===== src/rtl/dip_direction_to_rgb_color_assert.svh =====
// Assertion macros shared by the dip-to-color RTL.
// Users must have signals named clock and reset in scope.
`ifndef DIP_DIRECTION_TO_RGB_COLOR_ASSERT_SVH
`define DIP_DIRECTION_TO_RGB_COLOR_ASSERT_SVH

// Same-cycle implication, checked at every rising edge outside reset.
`define DTRC_ASSERT_IMPL(label, ante, cons) \
   label: assert property (@(posedge clock) disable iff (reset) (ante) |-> (cons)) \
      else $error("dtrc: assertion failed");

// Next-cycle implication, checked at every rising edge outside reset.
`define DTRC_ASSERT_NEXT(label, ante, cons) \
   label: assert property (@(posedge clock) disable iff (reset) (ante) |=> (cons)) \
      else $error("dtrc: assertion failed");

`endif


===== src/rtl/dtrc_pkg.sv =====
// Package for the dip/dip-direction to RGB color block.
// Holds widths, constants, register indexes and the payload structs; no dependencies.
package dtrc_pkg;

   localparam int ANGLE_FRAC_BITS = 6;

   localparam int DIP_W   = 13;
   localparam int DIR_W   = 15;
   localparam int CHAN_W  = 8;
   localparam int NORTH_W = 9;
   localparam int WIN_W   = 7;
   localparam int DEG_W   = 10;

   localparam int FULL_DEG = 360;
   localparam int HALF_DEG = 180;
   localparam int FULL     = FULL_DEG << ANGLE_FRAC_BITS;

   localparam int HUE_W  = $clog2(FULL);
   localparam int WINX_W = WIN_W + ANGLE_FRAC_BITS;
   localparam int SAT_W  = (DIP_W > WINX_W) ? DIP_W : WINX_W;
   localparam int DIR_QB = $clog2((1 << DIR_W) / FULL + 1);
   localparam int DIRX_W = HUE_W + DIR_QB + 1;
   localparam int H6_W   = HUE_W + 3;
   localparam int DEN_W  = SAT_W + HUE_W;
   localparam int V_W    = DEN_W + CHAN_W;

   localparam int NUM_SECTORS = 6;
   localparam int SECT_W      = 3;
   localparam int DIV_STEPS   = CHAN_W;

   localparam int CSR_INDEX_W = 3;
   localparam int CSR_DATA_W  = NORTH_W;

   localparam logic [NORTH_W-1:0] NORTH_RESET = '0;
   localparam logic [WIN_W-1:0]   MIN_RESET   = '0;
   localparam logic [WIN_W-1:0]   MAX_RESET   = WIN_W'(90);

   typedef enum logic [CSR_INDEX_W-1:0] {
      CSR_NORTH_ANGLE = 3'd0,
      CSR_INVERT_HUE  = 3'd1,
      CSR_LOWER_HEMI  = 3'd2,
      CSR_STRETCH_MIN = 3'd3,
      CSR_STRETCH_MAX = 3'd4
   } csr_index_type;

   // Hue sectors of the six-sector conversion, in order around the wheel.
   typedef enum logic [SECT_W-1:0] {
      SECT_R_TO_Y = 3'd0,
      SECT_Y_TO_G = 3'd1,
      SECT_G_TO_C = 3'd2,
      SECT_C_TO_B = 3'd3,
      SECT_B_TO_M = 3'd4,
      SECT_M_TO_R = 3'd5
   } sector_type;

   typedef struct packed {
      logic [DIP_W-1:0] dip;
      logic [DIR_W-1:0] dip_dir;
   } req_type;

   typedef struct packed {
      logic [CHAN_W-1:0] red;
      logic [CHAN_W-1:0] green;
      logic [CHAN_W-1:0] blue;
   } rsp_type;

   typedef struct packed {
      logic [NORTH_W-1:0] north_angle;
      logic               invert_hue;
      logic               lower_hemisphere;
      logic [WIN_W-1:0]   stretch_min;
      logic [WIN_W-1:0]   stretch_max;
   } cfg_type;

   typedef struct packed {
      logic [SAT_W-1:0] sn;
      logic [SAT_W-1:0] sd;
      sector_type       sector;
      logic [HUE_W-1:0] r;
      logic [HUE_W-1:0] fr;
   } front_type;

   typedef struct packed {
      logic [V_W-1:0]   vq;
      logic [V_W-1:0]   vt;
      logic [V_W-1:0]   vp;
      logic [DEN_W-1:0] den;
      sector_type       sector;
   } mul_type;

   typedef struct packed {
      logic [CHAN_W-1:0] q;
      logic [CHAN_W-1:0] t;
      logic [CHAN_W-1:0] p;
      sector_type        sector;
   } div_type;

endpackage


===== src/rtl/dtrc_front.sv =====
// Front stages: hue offset and wrap, hue inversion, saturation window and sector split.
// Four register stages with per-stage valid bits; depends on dtrc_pkg.
`include "dip_direction_to_rgb_color_assert.svh"

module dtrc_front import dtrc_pkg::*; (
   input  logic      clock,
   input  logic      reset,
   input  cfg_type   cfg,
   input  logic      up_valid,
   output logic      up_ready,
   input  req_type   up_data,
   output logic      ds_valid,
   input  logic      ds_ready,
   output front_type ds_data
);

   localparam int STAGES = 4;

   typedef struct packed {
      logic [HUE_W-1:0] dmod;
      logic [HUE_W-1:0] off;
      logic [SAT_W-1:0] sn;
      logic [SAT_W-1:0] sd;
   } s1_type;

   typedef struct packed {
      logic [HUE_W-1:0] hue;
      logic [SAT_W-1:0] sn;
      logic [SAT_W-1:0] sd;
   } s2_type;

   logic [STAGES-1:0] vld_ff, vld_in, en;
   s1_type    s1_ff, s1_in;
   s2_type    s2_ff, s2_in;
   s2_type    s3_ff, s3_in;
   front_type s4_ff, s4_in;

   logic [NORTH_W-1:0] na_mod;
   logic [DEG_W-1:0]   off_deg, off_red;
   logic [SAT_W-1:0]   lo, hi, dip_x;
   logic               in_win;
   logic [HUE_W:0]     sum;
   logic [H6_W-1:0]    h6, base;
   sector_type         sect;

   // Remove whole turns from the raw direction by conditional subtraction.
   function automatic logic [HUE_W-1:0] dir_reduce(input logic [DIR_W-1:0] dir);
      logic [DIRX_W-1:0] x;
      logic [DIRX_W-1:0] step;
      x = DIRX_W'(dir);
      for (int k = DIR_QB - 1; k >= 0; k--) begin
         step = DIRX_W'(FULL) << k;
         if (x >= step) begin
            x = x - step;
         end
      end
      return x[HUE_W-1:0];
   endfunction

   // A stage may load when it is empty or its content moves on.
   always_comb begin
      en[STAGES-1] = !vld_ff[STAGES-1] || ds_ready;
      for (int i = STAGES - 2; i >= 0; i--) begin
         en[i] = !vld_ff[i] || en[i+1];
      end
      vld_in[0] = en[0] ? up_valid : vld_ff[0];
      for (int i = 1; i < STAGES; i++) begin
         vld_in[i] = en[i] ? vld_ff[i-1] : vld_ff[i];
      end
   end

   // Stage 1: direction reduction, hue offset and saturation window.
   always_comb begin
      na_mod = (cfg.north_angle >= NORTH_W'(FULL_DEG)) ?
               cfg.north_angle - NORTH_W'(FULL_DEG) : cfg.north_angle;
      off_deg = (cfg.lower_hemisphere ? DEG_W'(0) : DEG_W'(HALF_DEG))
              + DEG_W'(FULL_DEG) - DEG_W'(na_mod);
      off_red = (off_deg >= DEG_W'(FULL_DEG)) ? off_deg - DEG_W'(FULL_DEG) : off_deg;

      lo     = SAT_W'(cfg.stretch_min) << ANGLE_FRAC_BITS;
      hi     = SAT_W'(cfg.stretch_max) << ANGLE_FRAC_BITS;
      dip_x  = SAT_W'(up_data.dip);
      in_win = (cfg.stretch_max > cfg.stretch_min) && (dip_x >= lo) && (dip_x <= hi);

      s1_in.dmod = dir_reduce(up_data.dip_dir);
      s1_in.off  = HUE_W'(off_red) << ANGLE_FRAC_BITS;
      s1_in.sn   = in_win ? dip_x - lo : '0;
      s1_in.sd   = in_win ? hi - lo : SAT_W'(1);
   end

   // Stage 2: wrap the offset hue into one turn.
   always_comb begin
      sum = {1'b0, s1_ff.dmod} + {1'b0, s1_ff.off};
      s2_in.hue = (sum >= (HUE_W+1)'(FULL)) ? HUE_W'(sum - (HUE_W+1)'(FULL))
                                            : HUE_W'(sum);
      s2_in.sn  = s1_ff.sn;
      s2_in.sd  = s1_ff.sd;
   end

   // Stage 3: optional inversion; a hue of zero stays zero.
   always_comb begin
      s3_in = s2_ff;
      if (cfg.invert_hue && (s2_ff.hue != '0)) begin
         s3_in.hue = HUE_W'(FULL) - s2_ff.hue;
      end
   end

   // Stage 4: six times the hue, split into sector and remainder.
   always_comb begin
      h6   = (H6_W'(s3_ff.hue) << 2) + (H6_W'(s3_ff.hue) << 1);
      sect = SECT_R_TO_Y;
      base = '0;
      for (int k = 1; k < NUM_SECTORS; k++) begin
         if (h6 >= H6_W'(k * FULL)) begin
            sect = sector_type'(SECT_W'(k));
            base = H6_W'(k * FULL);
         end
      end
      s4_in.sn     = s3_ff.sn;
      s4_in.sd     = s3_ff.sd;
      s4_in.sector = sect;
      s4_in.r      = HUE_W'(h6 - base);
      s4_in.fr     = HUE_W'(FULL) - HUE_W'(h6 - base);
   end

   always_ff @(posedge clock) begin
      if (reset) begin
         vld_ff <= '0;
      end else begin
         vld_ff <= vld_in;
      end
   end

   always_ff @(posedge clock) begin
      if (en[0]) begin
         s1_ff <= s1_in;
      end
      if (en[1]) begin
         s2_ff <= s2_in;
      end
      if (en[2]) begin
         s3_ff <= s3_in;
      end
      if (en[3]) begin
         s4_ff <= s4_in;
      end
   end

   assign up_ready = en[0];
   assign ds_valid = vld_ff[STAGES-1];
   assign ds_data  = s4_ff;

   // Saturation never exceeds one, and the window width is never zero.
   `DTRC_ASSERT_IMPL(a_front_sat_bound, vld_ff[0], (s1_ff.sn <= s1_ff.sd) && (s1_ff.sd != '0))
   // The sector remainder stays inside one sector.
   `DTRC_ASSERT_IMPL(a_front_sector, vld_ff[3], (s4_ff.r < HUE_W'(FULL)) && (s4_ff.fr != '0))

endmodule


===== config.mk =====
export PLATFORM = sky130hd
export DESIGN_NAME = dtrc_front
export DESIGN_NICKNAME = d
export VERILOG_FILES = /design/src/rtl/dtrc_pkg.sv /design/src/rtl/dtrc_front.sv
export VERILOG_INCLUDE_DIRS = /design/src /design/src/rtl
export SDC_FILE = /design/constraint.sdc
export NUM_CORES = 1
export LEC_CHECK = 0
export ABC_AREA = 1
export BUFFER_PORTS_ARGS = -buffer_cell sky130_fd_sc_hd__clkbuf_2
export CORE_AREA = 2 2 168 121
export CTS_BUF_LIST = sky130_fd_sc_hd__clkbuf_16
export DETAILED_ROUTE_END_ITERATION = 10
export DIE_AREA = 0 0 170 123
export PLACE_DENSITY = 0.69
export SLEW_MARGIN = 20
export SYNTH_ARGS = -nofsm -noshare
export SYNTH_HDL_FRONTEND = slang
export SYNTH_SLANG_ARGS = --single-unit

===== constraint.sdc =====
create_clock -name clock -period 7.94 [get_ports clock]
set_input_delay 1.588 -clock clock [delete_from_list [all_inputs] [get_ports clock]]
set_output_delay 1.588 -clock clock [all_outputs]
set_load 0.02 [all_outputs]

Word-level counts from Yosys, hierarchy flattened
Index checks and enable logic that the tools add are counted.
Storage, ports and cells
  register bits: 195
  input port bits: 57
  output and inout bits: 61
  word-level logic and storage cells: 73
Cells by class
  $add $sub $neg: 13
  $lt $le $gt $ge: 12
  multiplexer cells: 15
  reduce and logical (&&, ||, !) cells: 13
Operators with widths (number)
  15-bit 2-to-1 mux: 8
  18-bit by 17-bit greater-or-equal comparator with 1-bit output, second input constant: 3
  15-bit subtractor, first input constant: 2
  15-bit subtractor, second input constant: 2
  13-bit subtractor: 2
  17-bit by 16-bit adder with 18-bit output: 1
  18-bit by 15-bit greater-or-equal comparator with 1-bit output, second input constant: 1
  18-bit by 16-bit greater-or-equal comparator with 1-bit output, second input constant: 1
  9-bit 2-to-1 mux: 2
  9-bit subtractor, second input constant: 2
  15-bit by 15-bit adder with 16-bit output: 1
  16-bit by 15-bit greater-or-equal comparator with 1-bit output, second input constant: 1
  15-bit greater-or-equal comparator, second input constant: 1
  15-bit nonzero test: 1
  15-bit subtractor: 1
  13-bit greater-or-equal comparator: 1
  13-bit <= comparator: 1
  8-bit by 9-bit adder with 10-bit output, second input constant: 1
  10-bit by 9-bit greater-or-equal comparator with 1-bit output, second input constant: 1
  10-bit by 9-bit subtractor with 10-bit output: 1
  9-bit greater-or-equal comparator, second input constant: 1
  8-bit 2-to-1 mux: 1
  7-bit greater-than comparator: 1
  3-bit 2-to-1 mux: 2
  other kinds (5): 14

Longest topological paths before layout
Gate-level depths: netlist of run 1.
  depth after elaboration: 9
  depth in mapped cells: 30
  gate-level depth less buffers: 30

Least setup slack after synthesis of run 1
No wires, ideal clock.
  kind: input-to-output
  from: input ds_ready
  to: output up_ready
  arrival time: 4.778 ns
  setup slack: 1.574 ns
  cell stages on the path: 6
  buffers on the path: 0
  cells stage by stage: nor2_1 > inv_1 > nor2_1 > inv_1 > nor2_1 > nand2_1
Between the ends
  cells in the longest elaborated chain, start to end: 4
RTL lines
  start, declared: RTL line dtrc_front.sv:13  | input logic ds_ready,
  1-bit logical OR: RTL line dtrc_front.sv:62  | en[STAGES-1] = !vld_ff[STAGES-1] || ds_ready;
  net en[3]: RTL line dtrc_front.sv:32  | logic [STAGES-1:0] vld_ff, vld_in, en;
  1-bit logical OR: RTL line dtrc_front.sv:64  | en[i] = !vld_ff[i] || en[i+1];
  net en[2]: RTL line dtrc_front.sv:32
  1-bit logical OR (2 in a row): RTL line dtrc_front.sv:64
  end, declared: RTL line dtrc_front.sv:10  | output logic up_ready,
The timed path passes the listed nets, and every way through them passes these cells.

Worst setup path in the final report of run 1
  from: input cfg[16] (netlist bit)
  to: register s1_ff[35] (netlist bit), data pin
Between the ends
  cells in the longest elaborated chain, start to end: 5
RTL lines
  start, declared: RTL line dtrc_front.sv:8  | input cfg_type cfg,
  9-bit subtractor or 9-bit greater-or-equal comparator (tied branches): RTL line dtrc_front.sv:75, dtrc_front.sv:74
  9-bit 2-to-1 mux (*): RTL line dtrc_front.sv:74  | na_mod = (cfg.north_angle >= NORTH_W'(FULL_DEG)) ?
  10-bit by 9-bit subtractor with 10-bit output (*): RTL line dtrc_front.sv:77  | + DEG_W'(FULL_DEG) - DEG_W'(na_mod);
  9-bit subtractor or 10-bit by 9-bit greater-or-equal comparator with 1-bit output (tied branches): RTL line dtrc_front.sv:78  | off_red = (off_deg >= DEG_W'(FULL_DEG)) ? off_deg - DEG_W'(FULL_DEG) : off_deg;
  9-bit 2-to-1 mux (*): RTL line dtrc_front.sv:78
  net off_red[3]: RTL line dtrc_front.sv:39  | logic [DEG_W-1:0] off_deg, off_red;
  end signal, assigned: RTL line dtrc_front.sv:136  | s1_ff <= s1_in;
  end, declared: RTL line dtrc_front.sv:33  | s1_type s1_ff, s1_in;
The timed path passes the listed nets; every way through them passes the cells marked *.
A chain may end at the register's enable or synchronous reset.

==> flow_metrics.tcl, run 1 <==
set metrics [dict create \
    hold_end "ds_data[51]$_DFFE_PP_" \
    r2r-end "ds_data[14]$_DFFE_PP_" \
    hold_start "s3_ff[18]$_DFFE_PP_" \
    start_util_pct 48.8 \
    placedCellCount 1297 \
    grt_overflow 0 \
    final_cell_area_mm2 0.0109 \
    synth_top_area_share_pct 53.3 \
    cts_tree "built" \
    postRouteAntennaNets 0 \
    pwr-share-clk_pct 16.4 \
    required_ps 8120 \
    grt_pass1_wl_mm 27.6 \
    power.internal_mw 2.87 \
    grt_pass1_vias 6125 \
    crit_fanout 9 \
    grt_antenna_before_repair 0 \
    dr.pass1.iters 4 \
    grt_busiest_layer "met2" \
    p_sw_share_pct 43.6 \
    synth.ff_latch_count 172 \
    power.switching_mw 2.21 \
    clock_latency_ps 430 \
    fin_crit_sh_pct 59.2 \
    clkTransAtPathRegs_ps 70 \
    hpwl_mm 12.8 \
    antenna_cells 0 \
    dieArea_mm2 0.0209 \
    hold_class "reg2reg" \
    ys_top_cells_by_count "nand2_1 (185), edfxtp_1 (168), inv_1 (163)" \
    status "completed" \
    yosys_warnings 0 \
    rsz0062_at_grt "no" \
    cts-root-buf "clkbuf_16" \
    grt_use_met3_pct 4.16 \
    netlist_instances 940 \
    routabilityCongestion 0.882 \
    avgSynthCellArea_um2 10.1 \
    clock_sinks 172 \
    cts_resized 0 \
    postCtsSetupBuffers 0 \
    min_path_cells 0 \
    clk_path_buf_depth 2 \
    portBuffers 110 \
    leakagePower_nw 5.29 \
    powerDensity_mw_per_mm2 466 \
    cp-end-kind "flip-flop" \
    rrSetupSlack_ps 3680 \
    path_class "in2reg" \
    r2r-start "s3_ff[26]$_DFFE_PP_" \
    relSlewSlack_pct 45.8 \
    vias 6433 \
    hold_viol 0 \
    maxSlewViolCount 0 \
    pwr-share-comb_pct 54.7 \
    arrival_ps 4890 \
    cts_made_buffers 17 \
    synthMostInstantiatedCell "nand2_1" \
    via_per_inst 4.84 \
    max_slew.worst_pin.slew_ps 811 \
    holdBufCountCts 0 \
    h-tree-depth 4 \
    async_flop_share_pct 0 \
    synth_edf_count 168 \
    grt_usage_pct 16.9 \
    core_mm2 0.0194 \
    ff2ff_path_depth 26 \
    die_w_um 170 \
    drc 0 \
    area.growth.synth_to_final_pct 15.3 \
    tns_ps 0 \
    setup_viol 0 \
    synth_area_leader_cell "edfxtp_1" \
    finalNetCount 1201 \
    post-place-ws_ps 2800 \
    ys_top_cells_by_area "edfxtp_1 (53%), ha_1 (9.3%), nand2_1 (7.3%)" \
    netlist_area_mm2 0.00946 \
    detail_route.wl_per_cell_um 12.4 \
    drtIter0Drc 355 \
    ys_seq_area_share_pct 54.2 \
    synth-main-ff-cell "edfxtp_1" \
    rows 43 \
    drt_wl_total_mm 16.5 \
    power_frac_seq_pct 28.9 \
    finClkSkew_ps 9.78 \
    synth_cell_types 42 \
    use_met1_pct 23.3 \
    die_y_um 123 \
    io_pins 118 \
    hold_slack_ps 416 \
    maxCapViolCount 0 \
    clock.fmax_mhz 213 \
    min_period_ps 4700 \
    irDropWorstVdd_v 0.000396 \
    stdcell_count 1329 \
    layout-drive-gt1-share_pct 17.1 \
    place_area_mm2 0.0103 \
    grt_util_met2_pct 26.5 \
    startpoint_type "input port" \
    grt_max_degree 54 \
    setup_ws_ps 3240 \
]
-- power groups by stage --
stage	Combinational, mW	Sequential (mW)	Clock (mW)
global route	3.20	1.49	0.890
floorplan	2.15	1.58	0
detailed placement	2.78	1.49	0
global placement	2.72	1.49	0
CTS	2.79	1.47	0.849
finish	2.78	1.47	0.833
-- critical path, cell delays in order --
cell	delay, ps
clkbuf_2	90
inv_1	70
ha_1	200
nand3_1	110
o41ai_2	370
nand2_1	210
nor2_1	150
a21oi_1	60
ha_1	290
ha_1	370
a21oi_1	190
nand2_1	70
nand2_1	80
nand2_1	60
a21oi_2	150
xor2_1	280
o21ai_1	160
nand2_1	100
nand2_2	120
xor2_1	160
-- layout by cell type (no fill, tap or decap), types with 5 or more instances in the layout --
cell       synthesis  layout
xnor2_1           14      14
nor3b_1            5       5
inv_8              0       5
nor2_1            78      78
edfxtp_1         168     168
fa_1               5       5
nand3_1           40      40
o21ai_0           15      15
nand2_1          185     184
o21ai_1           11      11
clkbuf_2           0     110
nor3_1             9       9
clkbuf_16          0      17
a21oi_2            6       6
nor4_1             5       5
xor2_1            43      43
nand2_2           13      14
ha_1              70      70
nand4_1           13      13
inv_1            163     162
a21oi_1           46      46
conb_1             1       7
-- cell type report --
type	instances	area, µm²
repair buffers	114	581
well taps	247	309
fillers	1710	8460
clock inverters	15	174
flip-flops and latches	172	5120
inverters	165	619
multi-input cells	599	3670
clock buffers	17	425
-- cell families after synthesis --
logic type / share of synthesized area (%)
buf+inv: 7.29
other cells: 0.0396
xor+xnor: 5.62
fa+ha+maj: 10.3
simple gates: 16.9
flops: 54.2
compound gates: 5.63
-- metal layers --
layer | routed length (µm) | part of all wire, % | vias to the layer above
li1 | - | - | 3381
met1 | 8390 | 51 | 2880
met2 | 6960 | 42 | 152
met3 | 897 | 5.4 | 20
met4 | 232 | 1.4 | 0
met5 | 0 | 0 | -
-- flip-flops by register name, indices dropped and copies added, names as in the netlist --
register and count:
s2_ff 36, vld_ff 4, s1_ff 45, s3_ff 36, ds_data 51
-- worst max path at each step --
stage                   from                   to  slack [ps]  cells after the start
floorplan           ds_ready             up_ready        1570                      6
global placement     cfg[16]  s1_ff[35]$_DFFE_PP_        3020                     20
detailed placement   cfg[16]  s1_ff[35]$_DFFE_PP_        2800                     20
CTS                  cfg[16]  s1_ff[35]$_DFFE_PP_        3260                     20
global route         cfg[16]  s1_ff[38]$_DFFE_PP_        2860                     24
finish               cfg[16]  s1_ff[35]$_DFFE_PP_        3240                     20
-- through the flow --
stage | util, % | total power [mW]
after global routing | 56.3 | 5.58
final | 56.3 | 5.08
after global placement | 53.2 | 4.21
after detailed placement | 53.2 | 4.27
after floorplan | - | 3.73
after CTS | 56.3 | 5.11
Power figures use the tool's default switching activity.
==> run 2, diff against run 1 <==
- ABC_AREA: 1 -> 0
- CORE_AREA: 2 2 168 121 -> 2 2 165 118
- DIE_AREA: 0 0 170 123 -> 0 0 167 120
- PLACE_DENSITY: 0.69 -> 0.7
- clock period: 7.94 -> 4.77 ns (I/O delays scaled with it)
==> run 2 against run 1 <==
Effect of this change: synthesized cell count shrank 21%; sequential share of layout area grew 1.1 points; worst hold slack is essentially flat; clock skew shrank 4.1 ps; synthesized area shrank 3.6%; setup slack lost 3000 ps; highest routed layer unchanged.
==> flow_metrics.tcl, run 2 <==
set metrics [dict create \
    status "completed" \
    h-tree-depth 4 \
    start_util_pct 49.2 \
    hold_start "s3_ff[25]$_DFFE_PP_" \
    final_common_cell "edfxtp_1" \
    path_class "reg2reg" \
    grt_usage_pct 16.9 \
    cts_tree "built" \
    maxSlewViolCount 0 \
    clock_latency_ps 420 \
    clkTransAtPathRegs_ps 60 \
    grt_max_degree 46 \
    synth_edf_count 168 \
    min_period_ps 4570 \
    critPathMostFrequentCell "a21o_1" \
    dieArea_mm2 0.0200 \
    rsz0062_at_grt "no" \
    placedCellCount 1096 \
    cp-end-kind "flip-flop" \
    netlist_area_mm2 0.00912 \
    grt_pass1_vias 5543 \
    path_cells "ha_2, a21o_1, o211ai_1, a21oi_1, a2111o_1, buf_4, a21o_1, or3_1, o21ai_2, inv_1, ha_1, a21o_1, a21o_1, a21o_1, a21oi_2, xnor2_2, xnor3_1" \
    place_area_mm2 0.00998 \
    ys_top_cells_by_count "edfxtp_1 (168), ha_1 (70), inv_1 (64)" \
    relSlewSlack_pct 51.7 \
    tns_ps 0 \
    hold_class "reg2reg" \
    synth_area_leader_cell "edfxtp_1" \
    required_ps 4930 \
    finalNetCount 1008 \
    startpoint_type "flip-flop" \
    layout-drive-gt1-share_pct 20.6 \
    ys_seq_area_share_pct 56.2 \
    fill_cells 1527 \
    yosys_warnings 0 \
    synthMostInstantiatedCell "edfxtp_1" \
    slowest_stage "a2111o_1" \
    grt_overflow 0 \
    max_slew.worst_pin.slew_ps 725 \
    async_flop_share_pct 0 \
    stdcell_count 1130 \
    synth-main-ff-cell "edfxtp_1" \
    postRouteAntennaNets 0 \
    grt_pass1_wl_mm 26.7 \
    synth.ff_latch_count 172 \
    rrSetupSlack_ps 200 \
    finClkSkew_ps 5.63 \
    cpPeakStageDelay_ps 510 \
    synth_top_area_share_pct 55.3 \
    dr.pass1.iters 5 \
    cts_made_buffers 17 \
    area.growth.synth_to_final_pct 16.7 \
    maxCapViolCount 0 \
    largest_reg_flops 51 \
    hpwl_mm 12.2 \
    multiInputGateArea_mm2 0.00373 \
    portBuffers 110 \
    setup.worst_path.start "s3_ff[33]$_DFFE_PP_" \
    clock_sinks 172 \
    via_per_inst 5.17 \
    drc 0 \
    die_y_um 120 \
    fin_crit_sh_pct 95.7 \
    ys_top_cells_by_area "edfxtp_1 (55%), ha_1 (9.6%), xnor2_1 (4.3%)" \
    drtIter0Drc 345 \
    netlist_instances 742 \
    setup_viol 0 \
    final_cell_area_mm2 0.0106 \
    rows 42 \
    vias 5837 \
    avgSynthCellArea_um2 12.3 \
    hold_slack_ps 415 \
    crit_fanout 6 \
    drt_wl_total_mm 16.4 \
    r2r-start "s3_ff[33]$_DFFE_PP_" \
    detail_route.wl_per_cell_um 14.6 \
    hold_viol 0 \
    die_w_um 167 \
    final-seq-area_mm2 0.00512 \
    arrival_ps 4730 \
    synth_cell_types 65 \
    clk_path_buf_depth 2 \
    grt_antenna_before_repair 0 \
    routabilityCongestion 0.857 \
    antenna_cells 0 \
    io_pins 118 \
    core_mm2 0.0186 \
    cts-root-buf "clkbuf_16" \
    clock.fmax_mhz 219 \
    final_cell_mix "edfxtp_1 (168), clkbuf_2 (110), ha_1 (66), inv_1 (64), nor2_1 (51)" \
]
run 2: routing by layer:
| layer | vias up | global-route usage, % | part of all wire (%) |
|---|---|---|---|
| li1 | 2964 | - | - |
| met1 | 2700 | 24.0 | 50 |
| met2 | 159 | 25.2 | 43 |
| met3 | 14 | 5.28 | 6.2 |
| met4 | 0 | 4.15 | 0.84 |
| met5 | - | 0 | 0 |
run 2: worst paths after layout:
| check | end | depth (start not counted) |
|---|---|---|
| hold / removal | ds_data[58]$_DFFE_PP_ | 0 |
| hold reg to reg | ds_data[58]$_DFFE_PP_ | 0 |
| setup reg to reg | ds_data[14]$_DFFE_PP_ | 17 |
| setup / recovery | ds_data[14]$_DFFE_PP_ | 17 |
run 2: stage by stage:
step / setup slack (ps) / util, %
after CTS: 2.04 / 57.0
final: 204 / 57.4
after global routing: 10.8 / 57.4
after global placement: 119 / 53.8
after detailed placement: 45.7 / 53.8
after floorplan: 198 / -
run 2: logic make-up (layout without fill, tap and decap cells):
logic type,Yosys count,count (layout),synth area share (%)
other cells,1,7,0.0411
fa+ha+maj,75,75,10.7
mux,7,7,0.782
flops,172,172,56.2
compound gates,149,149,11.4
xor+xnor,73,73,7.24
simple gates,185,185,9.81
buf+inv,80,220,3.79
run 2: area by class of cell:
cell class / instances / share of cell area, %
clock buffers: 17 / 4.00
inverters: 64 / 2.26
multi-input cells: 496 / 35.0
clock inverters: 14 / 1.53
well taps: 242 / 2.84
repair buffers: 125 / 6.23
flip-flops and latches: 172 / 48.1
run 2: repair_timing:
item / CTS / global route
buffers inserted: 0 / 3
endpoints found under the setup margin: 0 / 4
hold buffers: 0 / 0
endpoints found under the hold margin: 0 / 0
resized for setup: 0 / 14
run 2: worst max-delay path, delay by kind of cell (launching register included):
family	cells	cell delay [ps]
fa+ha+maj	2	620
simple gates	1	360
xor+xnor	2	490
buf+inv	2	270
flops	1	400
compound gates	10	2170
Power of run 2 is left out: the tool's default activity adds up to more than one toggle a clock period on the data nets, which glitch-free logic cannot reach.
